**src/design/asof_pkg.sv**
```systemverilog
package asof_pkg;

    // Register indexes on the configuration port
    localparam int unsigned CFG_IDX_BITS = 2;
    localparam int unsigned CFG_DATA_BITS = 16;

    localparam logic [CFG_IDX_BITS-1:0] REG_TOLERANCE   = 2'd0;
    localparam logic [CFG_IDX_BITS-1:0] REG_OBJECT_HGT  = 2'd1;
    localparam logic [CFG_IDX_BITS-1:0] REG_TIMEOUT     = 2'd2;
    localparam logic [CFG_IDX_BITS-1:0] REG_START_HGT   = 2'd3;

    // Register reset values
    localparam logic [11:0] TOLERANCE_RST  = 12'd300;
    localparam logic [11:0] OBJECT_HGT_RST = 12'd2000;
    localparam logic [15:0] TIMEOUT_RST    = 16'd250;
    localparam logic [11:0] START_HGT_RST  = 12'd300;

    localparam logic [15:0] TICK_MAX = 16'hFFFF;

    // Item commands
    localparam logic CMD_TICK   = 1'b0;
    localparam logic CMD_SAMPLE = 1'b1;

    localparam logic MODE_GROUND = 1'b0;
    localparam logic MODE_OBJECT = 1'b1;

    typedef struct packed {
        logic        cmd;
        logic [15:0] sample_mm;
    } t_in_item;

    typedef struct packed {
        logic [15:0] estimate_mm;
        logic        over_object;
        logic        rejecting;
    } t_out_item;

endpackage

```
**src/design/altitude_step_outlier_filter_unit.sv**
```systemverilog
// Altitude step/outlier filter.
// Input channel (i_in_valid / o_in_stall / i_in_data) carries either a tick
// (cmd 0) or a height sample in mm (cmd 1). Each transfer in yields exactly one
// result transfer on the output channel (o_out_valid / i_out_stall /
// o_out_data) with the estimate, the mode and the rejecting flag after it.
// The input transfer is captured in the input register, then the filter step
// writes the result register. Throughput: one item per cycle while the
// receiver does not stall; the state update is a combinational
// compare/select loop on the registered estimate.
// When the receiver stalls, the result register holds, the input register
// fills behind it and o_in_stall rises only when both are occupied and the
// result is stalled.
// Configuration (i_cfg_we / i_cfg_index / i_cfg_data): the user writes it only
// while idle (unenforced); writing the start height also reloads the estimate.
// Synchronous active-low reset clears both stages, loads the register
// defaults, sets the estimate to the start height, ground mode, no rejecting.
module altitude_step_outlier_filter_unit #(
    parameter int unsigned ALT_BITS = 16
) (
    input  logic                                 i_clk,
    input  logic                                 i_rst_n,
    input  logic                                 i_in_valid,
    output logic                                 o_in_stall,
    input  asof_pkg::t_in_item                   i_in_data,
    output logic                                 o_out_valid,
    input  logic                                 i_out_stall,
    output asof_pkg::t_out_item                  o_out_data,
    input  logic                                 i_cfg_we,
    input  logic [asof_pkg::CFG_IDX_BITS-1:0]    i_cfg_index,
    input  logic [asof_pkg::CFG_DATA_BITS-1:0]   i_cfg_data
);
    import asof_pkg::*;

    // compare width: covers the estimate and a lifted 17-bit sample
    localparam int unsigned CW = (ALT_BITS > 17) ? ALT_BITS : 17;
    localparam logic [CW-1:0] ALT_MAX = CW'((64'd1 << ALT_BITS) - 64'd1);
    localparam logic [CW-1:0] OUT_MAX = CW'(17'h0FFFF);

    logic [11:0]         r_tol;
    logic [11:0]         r_obj;
    logic [15:0]         r_timeout;

    logic [ALT_BITS-1:0] r_est, n_est;
    logic                r_mode, n_mode;
    logic                r_check, n_check;
    logic [15:0]         r_ticks, n_ticks;

    logic                r_in_valid;
    t_in_item            r_in;
    logic                r_out_valid;
    t_out_item           r_out;

    logic                fire;
    logic                in_take;

    logic [CW-1:0]       est_x, raw_x, lift_x, d_raw, d_lift, tol_x;
    logic                fit_raw, fit_obj;

    function automatic logic [CW-1:0] sat_alt(input logic [CW-1:0] v);
        return (v > ALT_MAX) ? ALT_MAX : v;
    endfunction

    assign fire       = r_in_valid && (!r_out_valid || !i_out_stall);
    assign o_in_stall = r_in_valid && !fire;
    assign in_take    = i_in_valid && !o_in_stall;

    assign est_x  = CW'(r_est);
    assign raw_x  = CW'(r_in.sample_mm);
    assign lift_x = CW'(r_in.sample_mm) + CW'(r_obj);
    assign tol_x  = CW'(r_tol);
    assign d_raw  = (est_x > raw_x) ? est_x - raw_x : raw_x - est_x;
    assign d_lift = (est_x > lift_x) ? est_x - lift_x : lift_x - est_x;
    assign fit_raw = d_raw < tol_x;
    assign fit_obj = d_lift < tol_x;

    always_comb begin
        n_est   = r_est;
        n_mode  = r_mode;
        n_check = r_check;
        n_ticks = r_ticks;
        if (r_in.cmd == CMD_TICK) begin
            if (r_ticks != TICK_MAX) begin
                n_ticks = r_ticks + 16'd1;
            end
        end else if (r_mode == MODE_GROUND && fit_raw) begin
            n_est   = ALT_BITS'(sat_alt(raw_x));
            n_mode  = MODE_GROUND;
            n_check = 1'b0;
        end else if (fit_obj) begin
            n_est   = ALT_BITS'(sat_alt(lift_x));
            n_mode  = MODE_OBJECT;
            n_check = 1'b0;
        end else if (fit_raw) begin
            n_est   = ALT_BITS'(sat_alt(raw_x));
            n_mode  = MODE_GROUND;
            n_check = 1'b0;
        end else if (!r_check) begin
            // first bad sample starts the timer
            n_ticks = 16'd0;
            n_check = 1'b1;
        end else if (r_ticks > r_timeout) begin
            n_est   = ALT_BITS'(sat_alt(raw_x));
            n_mode  = MODE_GROUND;
            n_check = 1'b0;
        end
    end

    always_ff @(posedge i_clk) begin
        if (!i_rst_n) begin
            r_tol       <= TOLERANCE_RST;
            r_obj       <= OBJECT_HGT_RST;
            r_timeout   <= TIMEOUT_RST;
            r_est       <= ALT_BITS'(START_HGT_RST);
            r_mode      <= MODE_GROUND;
            r_check     <= 1'b0;
            r_ticks     <= 16'd0;
            r_in_valid  <= 1'b0;
            r_out_valid <= 1'b0;
        end else begin
            if (fire) begin
                r_est   <= n_est;
                r_mode  <= n_mode;
                r_check <= n_check;
                r_ticks <= n_ticks;
            end
            if (i_cfg_we) begin
                case (i_cfg_index)
                    REG_TOLERANCE:  r_tol     <= i_cfg_data[11:0];
                    REG_OBJECT_HGT: r_obj     <= i_cfg_data[11:0];
                    REG_TIMEOUT:    r_timeout <= i_cfg_data[15:0];
                    REG_START_HGT: begin
                        r_est <= ALT_BITS'(i_cfg_data[11:0]);
                    end
                    default: ;
                endcase
            end
            if (in_take) begin
                r_in_valid <= 1'b1;
            end else if (fire) begin
                r_in_valid <= 1'b0;
            end
            if (fire) begin
                r_out_valid <= 1'b1;
            end else if (!i_out_stall) begin
                r_out_valid <= 1'b0;
            end
        end
    end

    // payload registers
    always_ff @(posedge i_clk) begin
        if (in_take) begin
            r_in <= i_in_data;
        end
        if (fire) begin
            r_out.estimate_mm <= (CW'(n_est) > OUT_MAX) ? 16'hFFFF : 16'(CW'(n_est));
            r_out.over_object <= n_mode;
            r_out.rejecting   <= n_check;
        end
    end

    assign o_out_valid = r_out_valid;
    assign o_out_data  = r_out;

    a_stall_only_when_full: assert property (@(posedge i_clk) disable iff (!i_rst_n)
        o_in_stall |-> (r_in_valid && r_out_valid))
        else $error("input stalled while a stage is free");

    a_tick_keeps_estimate: assert property (@(posedge i_clk) disable iff (!i_rst_n)
        (fire && r_in.cmd == CMD_TICK && !i_cfg_we)
            |=> (r_est == $past(r_est) && r_mode == $past(r_mode)
                 && r_check == $past(r_check)))
        else $error("tick moved the estimate or mode");

    a_result_follows_step: assert property (@(posedge i_clk) disable iff (!i_rst_n)
        fire |=> (r_out_valid && r_out.over_object == r_mode
                  && r_out.rejecting == r_check))
        else $error("result does not match the state after the step");

    a_drain: assert property (@(posedge i_clk) disable iff (!i_rst_n)
        (r_out_valid && !i_out_stall && !r_in_valid) |=> !r_out_valid)
        else $error("result repeated after its transfer");

endmodule
```
**config.mk**
```make
export PLATFORM = sky130hd
export DESIGN_NAME = altitude_step_outlier_filter_unit
export DESIGN_NICKNAME = d
export VERILOG_FILES = /design/src/design/asof_pkg.sv /design/src/design/altitude_step_outlier_filter_unit.sv
export SDC_FILE = /design/constraint.sdc
export NUM_CORES = 1
export LEC_CHECK = 0
export ABC_AREA = 0
export BUFFER_PORTS_ARGS = -buffer_cell sky130_fd_sc_hd__buf_2
export CORE_MARGIN = 3
export CORE_UTILIZATION = 30
export CTS_CLUSTER_DIAMETER = 150
export DETAILED_ROUTE_END_ITERATION = 6
export PLACE_DENSITY = 0.46
export SETUP_SLACK_MARGIN = 0.5
export SLEW_MARGIN = 0
export SYNTH_ARGS = -nofsm -noshare
export SYNTH_HDL_FRONTEND = slang
export SYNTH_SLANG_ARGS = --single-unit
```
**constraint.sdc**
```tcl
create_clock -name i_clk -period 10.05 [get_ports i_clk]
set_clock_uncertainty 0.1 [all_clocks]
set_input_delay 1.005 -clock i_clk [delete_from_list [all_inputs] [get_ports i_clk]]
set_output_delay 1.005 -clock i_clk [all_outputs]
set_load 0.02 [all_outputs]
```
==> metrics.md <==
| Metric | Value |
|---|---|
| Cell area after synthesis | 0.0101 mm2 |
| Global route total overflow | 0 |
| Initial Util | 0.308 |
| Root Driver | clkbuf_16 |
| Residual DRC | 0 |
| Synthesized flop and latch total | 111 |
| Critical path class | flip-flop to flip-flop |
| Status | complete, no violations |
| Overall Global Routing Usage | 0.201 |
| Die area | 0.0359 mm2 |
| Mapped Nets | 1,399 |
| Final wirelength | 36,400 um |
| Post-synth EDFFs | 35 |
| Setup Fix Bufs, Post-CTS | 0 |
| CP max stage cell | nor4_1 |
| Fin crit share | 0.867 |
| # IOs | 60 |
| CTS buffer count | 9 |
| Hold Violations, Final | 0 |
| Clk slew on worst S/H paths | 0.08 ns |
| Most area-hungry cell type in the Yosys netlist | dfxtp_1 |
| Post-route cell area | 0.0111 mm2 |
| Crit-path max FO | 18 |
| Syn Inst Count | 1,241 |
| Synthesized area per cell | 8.15 um2 |
| Clk buf depth | 2 |
| FP Rows | 66 |
| Max Transition Viols Final | 0 |
| First-pass GRT wire length | 56,000 um |
| Final setup margin | 1.34 ns |
| Area after DPL | 0.0108 mm2 |
| Final non-filler cell total | 1,700 |
| Starting DRT DRC Count | 519 |
| FF+latch area | 0.00257 mm2 |
| Ratio of cells with drive above 1 in the final layout | 0.0986 |
| Initial antenna violation count | 0 |
| Synth area leaders | dfxtp_1 15%, ha_1 14%, edfxtp_1 10%, a21oi_1 5.9%, nand2_1 4.9% |
| Via/cell ratio | 5.58 |
| Clk_lat worst skew | 0.36 ns |
| CP startpoint kind | flip-flop |
| Yosys warns | 0 |
| Min cycle time layout | 8.71 ns |
| Sequential fraction of the synthesis area | 0.254 |
| RSZ-0062 raised after global routing | false |
| CP Capture Type | flip-flop |
| Area growth, synth to finish | 9.54% |
| Most used flip-flop cell after synthesis | dfxtp_1 |
| Largest stage delay on the critical path | 0.57 ns |
| Die Ht | 190 um |
| Die width | 190 um |
| H-tree depth | 3 |
| Slew HR | 0.235 |
| Hold Crit Class | flip-flop to flip-flop |
| Max Cap Viol | 0 |
| CTS tree | done |
| Vias | 9,488 |
| CP Data Arrival Time | 8.73 ns |
| Area share of the largest cell type after synthesis | 0.151 |
| Average routed wire per standard cell | 21.4 um |
| Peak VDD IR | 70.9 uV |
| TNS Setup | 0 ns |
| Max Fclk | 115 MHz |
| Core Region | 0.0329 mm2 |
| IO Port Bufs | 59 |
| Pwr Total | 1.42 mW |
| # diodes | 0 |
| Most frequent CP cell | ha_1 |
| PD cells | 129 mW/mm2 |
| Count leader, synth | nand2_1 |
| CTS sink count | 111 |
| Top post-synthesis cells by count | 133 x nand2_1, 120 x a21oi_1, 113 x ha_1 |
| Nets | 1,411 |
| Final Setup Violations | 0 |
| Pre-CTS worst setup slack | 1.07 ns |
| Routability Congestion | 0.916 |
| Vias in the first global route | 9,205 |
| Fillcell total | 3,550 |
| Synth unique cells | 89 |
| Leak | 4.69 nW |
| Slew @ Worst Pin | 1.15 ns |
| Area of the multi-input gates | 0.00695 mm2 |
| Largest net degree at the start of global routing | 31 |
| Crit path required time | 10.07 ns |
| Post-synth ARST share | 0 |
| Dpl hpwl | 29,200 um |
| DR pass1 iterations | 5 |
| Dpl cells | 1,684 |
| Post-DRT Antenna Nets | 0 |
cell usage in the layout (no fill, tap or decap), types with 6 or more instances in the layout:
| master | n |
|---|---|
| or3_1 | 7 |
| o21ai_0 | 38 |
| edfxtp_1 | 35 |
| dfxtp_1 | 76 |
| o21a_1 | 17 |
| ha_1 | 113 |
| and3_1 | 33 |
| a211oi_1 | 14 |
| clkbuf_16 | 10 |
| a21o_1 | 51 |
| a211o_1 | 10 |
| mux2i_1 | 19 |
| o21ai_1 | 7 |
| nor3_1 | 11 |
| o2111ai_1 | 10 |
| o31ai_1 | 6 |
| xnor2_1 | 23 |
| mux2_1 | 8 |
| buf_2 | 59 |
| a2111oi_0 | 10 |
| a31oi_1 | 12 |
| nand3_1 | 48 |
| or2_2 | 6 |
| mux2_2 | 7 |
| nand2b_1 | 7 |
| o21bai_1 | 6 |
| nor2_1 | 57 |
| nor4_1 | 9 |
| inv_1 | 88 |
| nand3b_1 | 8 |
| o211ai_1 | 31 |
| a21oi_1 | 120 |
| buf_4 | 9 |
| and2_1 | 11 |
| nand2_1 | 132 |
| nor2b_1 | 8 |
| xor2_1 | 17 |
| nand4_1 | 20 |
| a221o_1 | 8 |
through the flow:
stage	util	hold WS, ns
4_1_cts	0.337	0.360
6_report	0.337	0.359
3_3_place_gp	0.327	0.344
2_1_floorplan	-	0.336
3_5_place_dp	0.327	0.348
5_1_grt	0.337	0.376
flip-flops by register name, summed over array words and instances, names as in the netlist:
| signal | flops |
|---|---|
| r_in_valid | 1 |
| r_timeout | 16 |
| r_mode | 1 |
| r_est | 16 |
| r_check | 1 |
| o_out_valid | 1 |
| r_obj | 12 |
| r_in | 17 |
| r_ticks | 16 |
| o_out_data | 18 |
| r_tol | 12 |
what timing repair did:
item / CTS / global route
setup endpoints to repair: 0 / 14
hold buffers: 0 / 0
resized for setup: 0 / 2
cell families after synthesis:
family,after synthesis,share of synthesized area
flip-flops,111,0.254
buffers and inverters,155,0.0607
XOR/XNOR,40,0.0347
multiplexers,34,0.0355
AND/OR/NAND/NOR,382,0.190
AO/OA/AOI/OAI,401,0.275
adder cells (fa/ha/maj),118,0.150
worst paths after layout:
kind | start | endpoint | slack [ns] | cells past startpoint
max | r_in[0] | o_out_data[12] | 1.34 | 29
min | r_timeout[8] | r_timeout[8] | 0.36 | 2
max reg2reg | r_in[0] | o_out_data[12] | 1.34 | 29
min reg2reg | r_timeout[8] | r_timeout[8] | 0.36 | 2
cell type report:
class                      count  area share
clock buffer                  10      0.0226
clock inverter                 6     0.00531
inverter                      88      0.0298
multi-input combinational    975       0.627
sequential                   111       0.232
tap                          442      0.0499
timing repair buffer          68      0.0328
report_power, final:
| group | internal [mW] | total, mW | switching [mW] |
|---|---|---|---|
| logic | 0.200 | 0.540 | 0.340 |
| registers | 0.482 | 0.503 | 0.0209 |
| clock network | 0.190 | 0.380 | 0.191 |
worst max-delay path, delay by kind of cell, from the launching register on:
family	cells	cell delay (ns)
AND/OR/NAND/NOR	8	2.47
XOR/XNOR	2	0.32
multiplexers	3	1.04
flip-flops	1	0.44
buffers and inverters	1	0.31
AO/OA/AOI/OAI	11	2.45
adder cells (fa/ha/maj)	4	1.32
metal layers:
metal / track usage / wire [um]
met5: 0 / 0
met4: 0.0566 / 873
met3: 0.0230 / 1710
met2: 0.327 / 16600
met1: 0.282 / 17200
Note: power is estimated with default switching activity, not from simulation.
